$ cat config.mk
export PLATFORM = sky130hd
export DESIGN_NAME = waypoint_turn_then_drive_controller_core_flat
export DESIGN_NICKNAME = d
export VERILOG_FILES = /design/src/rtl/wttd_pkg.sv /design/src/rtl/wttd_if.sv /design/src/rtl/wttd_datapath.sv /design/src/rtl/wttd_controller.sv /design/src/rtl/waypoint_turn_then_drive_controller_core.sv /design/src/flat_wrapper.sv
export SDC_FILE = /design/constraint.sdc
export NUM_CORES = 2
export LEC_CHECK = 0
export ABC_AREA = 1
export BUFFER_PORTS_ARGS = -buffer_cell sky130_fd_sc_hd__buf_2
export CORE_ASPECT_RATIO = 0.8
export CORE_MARGIN = 3
export CORE_UTILIZATION = 35
export CTS_CLUSTER_SIZE = 10
export DETAILED_ROUTE_END_ITERATION = 8
export PLACE_DENSITY = 0.53
export SLEW_MARGIN = 20
export SYNTH_ARGS = -nofsm -noshare
export SYNTH_HDL_FRONTEND = slang
export SYNTH_SLANG_ARGS = --single-unit
export TNS_END_PERCENT = 50
$ cat constraint.sdc
create_clock -name clock -period 9.95 [get_ports clock]
set_input_delay 2.985 -clock clock [delete_from_list [all_inputs] [get_ports clock]]
set_output_delay 2.985 -clock clock [all_outputs]
set_load 0.005 [all_outputs]
$ cat src/rtl/wttd_pkg.sv
// Shared types, constants and the arctangent table of the waypoint follower.
// Used by the datapath, controller, top level, checker and testbench; depends on nothing.
package wttd_pkg;

   localparam int FIFO_DEPTH   = 16;
   localparam int CORDIC_STEPS = 16;

   localparam int FIFO_AW  = (FIFO_DEPTH > 1) ? $clog2(FIFO_DEPTH) : 1;
   localparam int COUNT_W  = $clog2(FIFO_DEPTH + 1);
   localparam int STEP_W   = (CORDIC_STEPS > 1) ? $clog2(CORDIC_STEPS) : 1;
   localparam int CORDIC_W = 20;
   localparam int QUEUED_W = 5;
   localparam int PADDR_W  = 5;

   // phase codes
   localparam logic [1:0] PH_IDLE   = 2'd0;
   localparam logic [1:0] PH_COARSE = 2'd1;
   localparam logic [1:0] PH_FINE   = 2'd2;
   localparam logic [1:0] PH_DRIVE  = 2'd3;

   // request kinds
   localparam logic REQ_PUSH = 1'b0;
   localparam logic REQ_TICK = 1'b1;

   // register indexes
   localparam logic [2:0] REG_DRIVE_SPEED = 3'd0;
   localparam logic [2:0] REG_FAST_RATE   = 3'd1;
   localparam logic [2:0] REG_FINE_RATE   = 3'd2;
   localparam logic [2:0] REG_COARSE_TOL  = 3'd3;
   localparam logic [2:0] REG_FINE_TOL    = 3'd4;
   localparam logic [2:0] REG_ARRIVE_RAD  = 3'd5;

   // controller to datapath
   typedef struct packed {
      logic              latch;
      logic              fifo_read;
      logic              load;
      logic              cordic_step;
      logic              cordic_last;
      logic [STEP_W-1:0] step;
      logic              square;
      logic              finish;
   } cmd_type;

   // datapath to controller
   typedef struct packed {
      logic is_tick;
      logic start_pop;
   } status_type;

   // atan(2^-i) in binary angle units
   function automatic logic [15:0] atan_entry(input logic [4:0] i);
      logic [15:0] v;
      case (i)
         5'd0:    v = 16'd8192;
         5'd1:    v = 16'd4836;
         5'd2:    v = 16'd2555;
         5'd3:    v = 16'd1297;
         5'd4:    v = 16'd651;
         5'd5:    v = 16'd326;
         5'd6:    v = 16'd163;
         5'd7:    v = 16'd81;
         5'd8:    v = 16'd41;
         5'd9:    v = 16'd20;
         5'd10:   v = 16'd10;
         5'd11:   v = 16'd5;
         5'd12:   v = 16'd3;
         5'd13:   v = 16'd1;
         5'd14:   v = 16'd1;
         default: v = 16'd0;
      endcase
      return v;
   endfunction

endpackage

$ cat src/rtl/wttd_if.sv
// Valid/ready channel interfaces for requests and responses.
// Depends on nothing.
interface wttd_req_if;
   logic               valid;
   logic               ready;
   logic               req_type;
   logic signed [15:0] pos_x;
   logic signed [15:0] pos_y;
   logic signed [15:0] pose_yaw;
   modport source (output valid, req_type, pos_x, pos_y, pose_yaw, input ready);
   modport sink   (input valid, req_type, pos_x, pos_y, pose_yaw, output ready);
endinterface

interface wttd_rsp_if;
   logic               valid;
   logic               ready;
   logic [15:0]        linear_speed;
   logic signed [16:0] angular_speed;
   logic [1:0]         phase;
   logic               reached;
   logic               dropped;
   logic [4:0]         queued;
   modport source (output valid, linear_speed, angular_speed, phase, reached, dropped,
                   queued, input ready);
   modport sink   (input valid, linear_speed, angular_speed, phase, reached, dropped,
                   queued, output ready);
endinterface

$ cat src/rtl/wttd_datapath.sv
// Datapath: config registers, waypoint FIFO, CORDIC atan2, squares and phase logic.
// Depends on wttd_pkg.
module wttd_datapath (
   input  logic                    clock,
   input  logic                    reset,
   input  wttd_pkg::cmd_type       cmd,
   output wttd_pkg::status_type    status,
   // request payload
   input  logic                    in_type,
   input  logic signed [15:0]      in_pos_x,
   input  logic signed [15:0]      in_pos_y,
   input  logic signed [15:0]      in_yaw,
   // csr
   input  logic                    csr_wr,
   input  logic [2:0]              csr_index,
   input  logic [31:0]             csr_wdata,
   output logic [31:0]             csr_rdata,
   // response payload
   output logic [15:0]             out_linear_speed,
   output logic signed [16:0]      out_angular_speed,
   output logic [1:0]              out_phase,
   output logic                    out_reached,
   output logic                    out_dropped,
   output logic [4:0]              out_queued
);
   localparam int CW = wttd_pkg::CORDIC_W;

   // configuration
   logic [15:0] drive_speed_ff, fast_rate_ff, fine_rate_ff, arrive_rad_ff;
   logic [14:0] coarse_tol_ff, fine_tol_ff;

   always_ff @(posedge clock) begin
      if (reset) begin
         drive_speed_ff <= 16'd92;
         fast_rate_ff   <= 16'd82;
         fine_rate_ff   <= 16'd20;
         coarse_tol_ff  <= 15'd1043;
         fine_tol_ff    <= 15'd104;
         arrive_rad_ff  <= 16'd410;
      end else if (csr_wr) begin
         unique case (csr_index)
            wttd_pkg::REG_DRIVE_SPEED: drive_speed_ff <= csr_wdata[15:0];
            wttd_pkg::REG_FAST_RATE:   fast_rate_ff   <= csr_wdata[15:0];
            wttd_pkg::REG_FINE_RATE:   fine_rate_ff   <= csr_wdata[15:0];
            wttd_pkg::REG_COARSE_TOL:  coarse_tol_ff  <= csr_wdata[14:0];
            wttd_pkg::REG_FINE_TOL:    fine_tol_ff    <= csr_wdata[14:0];
            wttd_pkg::REG_ARRIVE_RAD:  arrive_rad_ff  <= csr_wdata[15:0];
            default: ;
         endcase
      end
   end

   always_comb begin
      unique case (csr_index)
         wttd_pkg::REG_DRIVE_SPEED: csr_rdata = {16'd0, drive_speed_ff};
         wttd_pkg::REG_FAST_RATE:   csr_rdata = {16'd0, fast_rate_ff};
         wttd_pkg::REG_FINE_RATE:   csr_rdata = {16'd0, fine_rate_ff};
         wttd_pkg::REG_COARSE_TOL:  csr_rdata = {17'd0, coarse_tol_ff};
         wttd_pkg::REG_FINE_TOL:    csr_rdata = {17'd0, fine_tol_ff};
         wttd_pkg::REG_ARRIVE_RAD:  csr_rdata = {16'd0, arrive_rad_ff};
         default:                   csr_rdata = 32'd0;
      endcase
   end

   // latched request
   logic               type_ff;
   logic signed [15:0] px_ff, py_ff, yaw_ff;

   always_ff @(posedge clock) begin
      if (cmd.latch) begin
         type_ff <= in_type;
         px_ff   <= in_pos_x;
         py_ff   <= in_pos_y;
         yaw_ff  <= in_yaw;
      end
   end

   // control state
   logic [wttd_pkg::FIFO_AW-1:0] head_ff, tail_ff;
   logic [wttd_pkg::COUNT_W-1:0] count_ff;
   logic signed [15:0]           target_x_ff, target_y_ff;
   logic [15:0]                  heading_ff;
   logic [1:0]                   phase_ff;

   assign status.is_tick   = (type_ff == wttd_pkg::REQ_TICK);
   assign status.start_pop = (phase_ff == wttd_pkg::PH_IDLE) && (count_ff != '0);

   // waypoint memory
   logic [31:0] mem [wttd_pkg::FIFO_DEPTH];
   logic [31:0] rdata_ff;
   logic        fifo_full;
   logic        do_push;

   assign fifo_full = (count_ff == wttd_pkg::COUNT_W'(wttd_pkg::FIFO_DEPTH));
   assign do_push   = cmd.finish && !status.is_tick && !fifo_full;

   always_ff @(posedge clock) begin
      if (do_push) begin
         mem[tail_ff] <= {py_ff, px_ff};
      end
      if (cmd.fifo_read) begin
         rdata_ff <= mem[head_ff];
      end
   end

   function automatic logic [wttd_pkg::FIFO_AW-1:0] ptr_next(
      input logic [wttd_pkg::FIFO_AW-1:0] p);
      logic [wttd_pkg::FIFO_AW-1:0] n;
      if (p == wttd_pkg::FIFO_AW'(wttd_pkg::FIFO_DEPTH - 1)) n = '0;
      else n = p + 1'b1;
      return n;
   endfunction

   // CORDIC vectoring
   logic signed [CW-1:0] cx_ff, cy_ff;
   logic [15:0]          cang_ff;
   logic                 czero_ff;
   logic signed [16:0]   ldx, ldy;
   logic signed [CW-1:0] xs, ys, cx_in, cy_in;
   logic [15:0]          cang_in, tab;

   assign ldx = 17'(signed'(rdata_ff[15:0])) - 17'(px_ff);
   assign ldy = 17'(signed'(rdata_ff[31:16])) - 17'(py_ff);
   assign xs  = cx_ff >>> cmd.step;
   assign ys  = cy_ff >>> cmd.step;
   assign tab = wttd_pkg::atan_entry(5'(cmd.step));

   always_comb begin
      if (!cy_ff[CW-1]) begin
         cx_in   = cx_ff + ys;
         cy_in   = cy_ff - xs;
         cang_in = cang_ff + tab;
      end else begin
         cx_in   = cx_ff - ys;
         cy_in   = cy_ff + xs;
         cang_in = cang_ff - tab;
      end
   end

   always_ff @(posedge clock) begin
      if (cmd.load) begin
         czero_ff <= (ldx == '0) && (ldy == '0);
         if (ldx[16]) begin
            cx_ff   <= -CW'(ldx);
            cy_ff   <= -CW'(ldy);
            cang_ff <= 16'd32768;
         end else begin
            cx_ff   <= CW'(ldx);
            cy_ff   <= CW'(ldy);
            cang_ff <= 16'd0;
         end
      end else if (cmd.cordic_step) begin
         cx_ff   <= cx_in;
         cy_ff   <= cy_in;
         cang_ff <= cang_in;
      end
   end

   // squared distance and radius
   logic signed [16:0] dx, dy;
   logic [33:0]        sq_x_ff, sq_y_ff;
   logic [31:0]        r2_ff;

   assign dx = 17'(target_x_ff) - 17'(px_ff);
   assign dy = 17'(target_y_ff) - 17'(py_ff);

   always_ff @(posedge clock) begin
      if (cmd.square) begin
         sq_x_ff <= 34'(dx * dx);
         sq_y_ff <= 34'(dy * dy);
         r2_ff   <= arrive_rad_ff * arrive_rad_ff;
      end
   end

   // phase evaluation for a tick
   logic signed [15:0] err;
   logic [15:0]        mag;
   logic [34:0]        d2;
   logic [1:0]         ph;
   logic [15:0]        lin;
   logic signed [16:0] ang;
   logic               reach;

   assign err = signed'(heading_ff - yaw_ff);
   assign mag = err[15] ? 16'(-err) : 16'(err);
   assign d2  = 35'(sq_x_ff) + 35'(sq_y_ff);

   always_comb begin
      ph    = phase_ff;
      lin   = 16'd0;
      ang   = 17'sd0;
      reach = 1'b0;
      if (ph == wttd_pkg::PH_COARSE) begin
         if (mag > {1'b0, coarse_tol_ff})
            ang = err[15] ? -signed'({1'b0, fast_rate_ff}) : signed'({1'b0, fast_rate_ff});
         else
            ph = wttd_pkg::PH_FINE;
      end
      if (ph == wttd_pkg::PH_FINE) begin
         if (mag > {1'b0, fine_tol_ff})
            ang = err[15] ? -signed'({1'b0, fine_rate_ff}) : signed'({1'b0, fine_rate_ff});
         else
            ph = wttd_pkg::PH_DRIVE;
      end
      if (ph == wttd_pkg::PH_DRIVE) begin
         if (d2 > 35'(r2_ff)) begin
            lin = drive_speed_ff;
         end else begin
            reach = 1'b1;
            ph    = wttd_pkg::PH_IDLE;
         end
      end
   end

   // state updates
   always_ff @(posedge clock) begin
      if (reset) begin
         head_ff     <= '0;
         tail_ff     <= '0;
         count_ff    <= '0;
         target_x_ff <= '0;
         target_y_ff <= '0;
         heading_ff  <= '0;
         phase_ff    <= wttd_pkg::PH_IDLE;
      end else begin
         if (cmd.fifo_read) begin
            head_ff  <= ptr_next(head_ff);
            count_ff <= count_ff - 1'b1;
            phase_ff <= wttd_pkg::PH_COARSE;
         end
         if (do_push) begin
            tail_ff  <= ptr_next(tail_ff);
            count_ff <= count_ff + 1'b1;
         end
         if (cmd.load) begin
            target_x_ff <= signed'(rdata_ff[15:0]);
            target_y_ff <= signed'(rdata_ff[31:16]);
         end
         if (cmd.cordic_last) begin
            heading_ff <= czero_ff ? 16'd0 : cang_in;
         end
         if (cmd.finish && status.is_tick) begin
            phase_ff <= ph;
         end
      end
   end

   // response payload register
   always_ff @(posedge clock) begin
      if (cmd.finish) begin
         if (status.is_tick) begin
            out_linear_speed  <= lin;
            out_angular_speed <= ang;
            out_phase         <= ph;
            out_reached       <= reach;
            out_dropped       <= 1'b0;
            out_queued        <= wttd_pkg::QUEUED_W'(count_ff);
         end else begin
            out_linear_speed  <= 16'd0;
            out_angular_speed <= 17'sd0;
            out_phase         <= phase_ff;
            out_reached       <= 1'b0;
            out_dropped       <= fifo_full;
            out_queued        <= fifo_full ? wttd_pkg::QUEUED_W'(count_ff)
                                           : wttd_pkg::QUEUED_W'(count_ff + 1'b1);
         end
      end
   end

endmodule

$ cat src/rtl/wttd_controller.sv
// Controller: sequences one request through FIFO read, CORDIC and evaluation.
// Depends on wttd_pkg.
module wttd_controller (
   input  logic                 clock,
   input  logic                 reset,
   input  logic                 req_valid,
   output logic                 req_ready,
   output logic                 rsp_valid,
   input  logic                 rsp_ready,
   input  wttd_pkg::status_type status,
   output wttd_pkg::cmd_type    cmd
);
   localparam logic [2:0] S_IDLE   = 3'd0;
   localparam logic [2:0] S_READ   = 3'd1;
   localparam logic [2:0] S_LOAD   = 3'd2;
   localparam logic [2:0] S_CORDIC = 3'd3;
   localparam logic [2:0] S_SQR    = 3'd4;
   localparam logic [2:0] S_FINISH = 3'd5;

   logic [2:0]                  state_ff, state_in;
   logic [wttd_pkg::STEP_W-1:0] step_ff, step_in;
   logic                        valid_ff, valid_in;
   logic                        slot_free, last_step;

   assign req_ready = (state_ff == S_IDLE);
   assign rsp_valid = valid_ff;
   assign slot_free = !valid_ff || rsp_ready;
   assign last_step = (step_ff == wttd_pkg::STEP_W'(wttd_pkg::CORDIC_STEPS - 1));

   // next state and commands
   always_comb begin
      state_in = state_ff;
      step_in  = step_ff;
      valid_in = valid_ff && !rsp_ready;
      cmd      = '0;
      cmd.step = step_ff;
      unique case (state_ff)
         S_IDLE: begin
            if (req_valid) begin
               cmd.latch = 1'b1;
               state_in  = S_SQR;
            end
         end
         S_SQR: begin
            // reached after latch and after the CORDIC; decides whether a pop is needed
            if (status.is_tick && status.start_pop) begin
               cmd.fifo_read = 1'b1;
               state_in      = S_READ;
            end else if (status.is_tick) begin
               cmd.square = 1'b1;
               state_in   = S_FINISH;
            end else begin
               state_in = S_FINISH;
            end
         end
         S_READ: begin
            state_in = S_LOAD;
         end
         S_LOAD: begin
            cmd.load = 1'b1;
            step_in  = '0;
            state_in = S_CORDIC;
         end
         S_CORDIC: begin
            cmd.cordic_step = 1'b1;
            if (last_step) begin
               cmd.cordic_last = 1'b1;
               state_in        = S_SQR;
            end else begin
               step_in = step_ff + 1'b1;
            end
         end
         S_FINISH: begin
            if (slot_free) begin
               cmd.finish = 1'b1;
               valid_in   = 1'b1;
               state_in   = S_IDLE;
            end
         end
         default: state_in = S_IDLE;
      endcase
   end

   always_ff @(posedge clock) begin
      if (reset) begin
         state_ff <= S_IDLE;
         step_ff  <= '0;
         valid_ff <= 1'b0;
      end else begin
         state_ff <= state_in;
         step_ff  <= step_in;
         valid_ff <= valid_in;
      end
   end

endmodule

$ cat src/rtl/waypoint_turn_then_drive_controller_core.sv
// Top level of the turn-then-drive waypoint follower.
// Depends on wttd_pkg, wttd_if, wttd_controller and wttd_datapath.
//
// Usage:
//   req: valid/ready channel. req_type 0 pushes waypoint (pos_x, pos_y) into a
//        16-entry FIFO; req_type 1 is a pose tick with measured pos and yaw.
//   rsp: one response transfer per request: speeds, phase, reached, dropped
//        and the FIFO fill after the request.
//   csr: APB-style write/read port, register i at byte address 4*i, no waits.
// A push or a tick without a pop goes from the latch through S_SQR and S_FINISH;
// a tick that pops also reads the FIFO, loads the vector and runs the shared
// one-step-per-cycle CORDIC unit. One request is in flight at a time; the
// next is taken the cycle after the response is loaded, even while it still
// waits, so no request is taken before the last one's response is loaded.
// When rsp stalls, the finished response holds and a following request waits
// in the finish step until the output register frees.
// Reset (synchronous) empties the FIFO, sets phase idle and loads the default
// register values; no clearing pass is needed.
module waypoint_turn_then_drive_controller_core (
   input  logic         clock,
   input  logic         reset,
   wttd_req_if.sink     req,
   wttd_rsp_if.source   rsp,
   input  logic         csr_psel,
   input  logic         csr_penable,
   input  logic         csr_pwrite,
   input  logic [wttd_pkg::PADDR_W-1:0] csr_paddr,
   input  logic [31:0]  csr_pwdata,
   output logic [31:0]  csr_prdata,
   output logic         csr_pready
);
   wttd_pkg::cmd_type    cmd;
   wttd_pkg::status_type status;
   logic                 csr_wr;

   assign csr_pready = 1'b1;
   assign csr_wr     = csr_psel && csr_penable && csr_pwrite;

   wttd_controller u_ctrl (
      .clock     (clock),
      .reset     (reset),
      .req_valid (req.valid),
      .req_ready (req.ready),
      .rsp_valid (rsp.valid),
      .rsp_ready (rsp.ready),
      .status    (status),
      .cmd       (cmd)
   );

   wttd_datapath u_dp (
      .clock             (clock),
      .reset             (reset),
      .cmd               (cmd),
      .status            (status),
      .in_type           (req.req_type),
      .in_pos_x          (req.pos_x),
      .in_pos_y          (req.pos_y),
      .in_yaw            (req.pose_yaw),
      .csr_wr            (csr_wr),
      .csr_index         (csr_paddr[4:2]),
      .csr_wdata         (csr_pwdata),
      .csr_rdata         (csr_prdata),
      .out_linear_speed  (rsp.linear_speed),
      .out_angular_speed (rsp.angular_speed),
      .out_phase         (rsp.phase),
      .out_reached       (rsp.reached),
      .out_dropped       (rsp.dropped),
      .out_queued        (rsp.queued)
   );

endmodule

$ cat src/flat_wrapper.sv
// flat-port wrapper written by rule: the top's interface ports become plain ports
module waypoint_turn_then_drive_controller_core_flat 
  (clock, reset, csr_psel, csr_penable, csr_pwrite, csr_paddr, csr_pwdata, csr_prdata, csr_pready, req_valid, req_req_type, req_pos_x, req_pos_y, req_pose_yaw, req_ready, rsp_valid, rsp_linear_speed, rsp_angular_speed, rsp_phase, rsp_reached, rsp_dropped, rsp_queued, rsp_ready);
  wttd_req_if req_i ();
  wttd_rsp_if rsp_i ();
  input  logic clock;
  input  logic reset;
  input  logic csr_psel;
  input  logic csr_penable;
  input  logic csr_pwrite;
  input  logic [wttd_pkg::PADDR_W-1:0] csr_paddr;
  input  logic [31:0] csr_pwdata;
  output logic [31:0] csr_prdata;
  output logic csr_pready;
  input wire logic [$bits(req_i.valid)-1:0] req_valid;
  input wire logic [$bits(req_i.req_type)-1:0] req_req_type;
  input wire logic [$bits(req_i.pos_x)-1:0] req_pos_x;
  input wire logic [$bits(req_i.pos_y)-1:0] req_pos_y;
  input wire logic [$bits(req_i.pose_yaw)-1:0] req_pose_yaw;
  output wire logic [$bits(req_i.ready)-1:0] req_ready;
  output wire logic [$bits(rsp_i.valid)-1:0] rsp_valid;
  output wire logic [$bits(rsp_i.linear_speed)-1:0] rsp_linear_speed;
  output wire logic [$bits(rsp_i.angular_speed)-1:0] rsp_angular_speed;
  output wire logic [$bits(rsp_i.phase)-1:0] rsp_phase;
  output wire logic [$bits(rsp_i.reached)-1:0] rsp_reached;
  output wire logic [$bits(rsp_i.dropped)-1:0] rsp_dropped;
  output wire logic [$bits(rsp_i.queued)-1:0] rsp_queued;
  input wire logic [$bits(rsp_i.ready)-1:0] rsp_ready;
  assign req_i.valid = req_valid;
  assign req_i.req_type = req_req_type;
  assign req_i.pos_x = req_pos_x;
  assign req_i.pos_y = req_pos_y;
  assign req_i.pose_yaw = req_pose_yaw;
  assign req_ready = req_i.ready;
  assign rsp_valid = rsp_i.valid;
  assign rsp_linear_speed = rsp_i.linear_speed;
  assign rsp_angular_speed = rsp_i.angular_speed;
  assign rsp_phase = rsp_i.phase;
  assign rsp_reached = rsp_i.reached;
  assign rsp_dropped = rsp_i.dropped;
  assign rsp_queued = rsp_i.queued;
  assign rsp_i.ready = rsp_ready;
  waypoint_turn_then_drive_controller_core u_core (.clock(clock), .reset(reset), .req(req_i), .rsp(rsp_i), .csr_psel(csr_psel), .csr_penable(csr_penable), .csr_pwrite(csr_pwrite), .csr_paddr(csr_paddr), .csr_pwdata(csr_pwdata), .csr_prdata(csr_prdata), .csr_pready(csr_pready));
endmodule
==> results.py <==
metrics = {
    "timing": {
        "setup_viol": 0,
        "tns_ps": 0,
        "tightest_slew_ps": 1240,
        "max_slew_margin": 0.173,
        "finalClockSkew_ps": 92.4,
        "max_freq_ghz": 0.113,
        "slew_violations": 0,
        "rsz0062_at_grt": "false",
        "min_period_ps": 8820,
        "period_share": 0.887,
        "finalHoldViolations": 0,
    },
    "min_path": {
        "holdPathStages": 2,
        "min_path_type": "reg -> reg",
    },
    "clock_tree": {
        "cts_setup_buffers": 0,
        "root_buffer": "clkbuf_16",
        "htree_levels": 3,
        "hold_buffers": 0,
        "clock_latency_ps": 790,
        "path_clk_slew_ps": 60,
        "clock_sinks": 968,
        "cts_buffer_depth": 3,
        "cts-resized-gates": 0,
        "cts_inserted_buffers": 113,
        "cts_tree": "done",
    },
    "synth": {
        "synthArstFlopShare": 0,
        "netlist_area_um2": 77200,
        "synth-seq-area-share": 0.353,
        "synth_cell_type_count": 63,
        "avgSynthCellArea_um2": 9.15,
        "synthCells": 8435,
        "ys_seq_elements": 968,
        "yosys_warnings": 0,
        "synth_edf_count": 789,
        "synth_ff_type": "edfxtp_1",
    },
    "drt": {
        "vias": 56800,
        "viasPerCell": 4.97,
        "drt-initial-drc-count": 4603,
        "drc": 0,
        "drt_wl_total_um": 209000,
        "final_antenna_net_count": 0,
        "drt-wirelength-per-cell_um": 18.2,
        "drt_first_pass_iters": 7,
    },
    "setup_path": {
        "reg2reg_depth": 37,
        "reg2reg_slack_ps": 1130,
        "cp_slowest_cell": "edfxtp_1",
        "path_common_cell": "nand2_1",
        "startpoint_type": "register",
        "critPathMaxFanout": 17,
        "criticalPathCategory": "reg -> reg",
        "cp.required_ps": 10450,
        "worstPathArrival_ps": 9320,
        "endpoint_kind": "register",
        "cpPeakStageDelay_ps": 670,
    },
    "global_route": {
        "grt.met1_usage": 0.274,
        "use_met2": 0.280,
        "grt_max_degree": 189,
        "grt_remaining_overflow": 0,
        "grt_antenna_before_repair": 7,
        "grtUsageMet3": 0.0315,
        "grt_pass1_vias": 56700,
        "grt_pass1_wl_um": 328000,
        "gr-max-usage-layer": "met2",
        "track_usage": 0.185,
    },
    "placement": {
        "dp_hpwl_um": 151000,
        "place.gp.congestion": 0.892,
        "postPlaceCellArea_um2": 81000,
        "io_buffer_count": 134,
        "dp_cells": 11200,
    },
    "final_layout": {
        "design_area_um2": 84500,
        "drive_gt1_frac": 0.0592,
        "layoutNonFillerInstCount": 11400,
        "final_nets": 9808,
        "final_cell_mix": "inv_1 (1532), nand2_1 (1251), nor2_1 (893), edfxtp_1 (789), fa_1 (712)",
        "final_common_cell": "inv_1",
        "final_util": 0.387,
        "syn_to_final_growth_pct": 9.44,
        "fillers": 21800,
    },
    "floorplanning": {
        "ios": 170,
        "coreArea_um2": 218000,
        "die_x_um": 531,
        "die_h_um": 426,
        "floorplan.die_area_um2": 226000,
        "fp-row-count": 153,
        "start_util": 0.354,
    },
    "run": {
        "cap_violations": 0,
    },
    "run_status": {
        "outcome": "completed",
    },
}
Yosys cell counts (all sizes together), types with 79 or more instances:
master | n | area, µm²
inv | 1542 | 5790
nand2 | 1279 | 4870
nor2 | 933 | 3610
edfxtp | 789 | 23700
fa | 712 | 14300
o21ai | 545 | 2760
ha | 513 | 6420
a21oi | 478 | 2440
nand3 | 258 | 1310
clkbuf | 212 | 796
xor2 | 183 | 1600
dfxtp | 179 | 3580
xnor2 | 103 | 902
buf | 81 | 495
nor3 | 79 | 410
metrics by stage:
step | hold WS [ps] | setup WS (ps)
finish | 457 | 1130
global route | 474 | 321
CTS | 442 | 1140
detailed placement | 460 | 1160
global placement | 460 | 1140
floorplan | 406 | 2450
flip-flops by register name, summed over array words and instances (netlist names), 16 cells and up:
signal	flops
u_core.u_dp.mem	512
u_core.u_dp.sq_x_ff	33
u_core.u_dp.sq_y_ff	33
u_core.u_dp.rdata_ff	32
u_core.u_dp.r2_ff	31
u_core.u_dp.cx_ff	20
u_core.u_dp.cy_ff	20
u_core.u_dp.out_angular_speed	17
u_core.u_dp.arrive_rad_ff	16
u_core.u_dp.cang_ff	16
u_core.u_dp.drive_speed_ff	16
u_core.u_dp.fast_rate_ff	16
u_core.u_dp.fine_rate_ff	16
u_core.u_dp.heading_ff	16
u_core.u_dp.out_linear_speed	16
u_core.u_dp.px_ff	16
u_core.u_dp.py_ff	16
u_core.u_dp.target_x_ff	16
u_core.u_dp.target_y_ff	16
u_core.u_dp.yaw_ff	16
final cells by class:
type,instances,area (µm²),share of cell area
antenna,6,15.0,0.000178
clock buffer,180,3140,0.0372
clock inverter,19,297,0.00351
inverter,1553,5840,0.0691
multi-input combinational,5636,43000,0.509
sequential,968,27300,0.323
tap,2867,3590,0.0425
timing repair buffer,218,1310,0.0156
logic make-up (layout without fill, tap and decap cells):
group,count (synthesis),after routing,synth area share
compound gates,1384,1384,0.104
xor+xnor,286,286,0.0325
fa+ha+maj,1225,1225,0.268
buf+inv,1846,1970,0.0923
flops,968,968,0.353
mux,62,62,0.00804
other cells,2,23,0.0000973
simple gates,2662,2662,0.141
worst paths after layout:
path,end,start
max,u_core.u_dp.sq_y_ff[33],u_core.u_dp.py_ff[5]
min reg2reg,u_core.u_dp.target_y_ff[12],u_core.u_dp.rdata_ff[28]
max reg2reg,u_core.u_dp.sq_y_ff[33],u_core.u_dp.py_ff[5]
min,u_core.u_dp.target_y_ff[12],u_core.u_dp.rdata_ff[28]
critical path: cells and delay by family (launching register included):
family                   cells  cell delay, ps
adder cells (fa/ha/maj)      8            3730
buffers and inverters        6             830
AO/OA/AOI/OAI                6            1070
XOR/XNOR                     1             140
flip-flops                   1             670
AND/OR/NAND/NOR             16            2100
routing by layer:
metal / vias to the layer above / part of all wire / routed length [µm]
met4: 2 / 0.022 / 4490
met5: - / 0.000062 / 13
met1: 27500 / 0.48 / 100000
met2: 1605 / 0.43 / 89700
met3: 268 / 0.066 / 13900
li1: 27500 / - / -
Power is not shown: default switching activity piles up to over one toggle a cycle in this logic, so the estimate is an artifact.
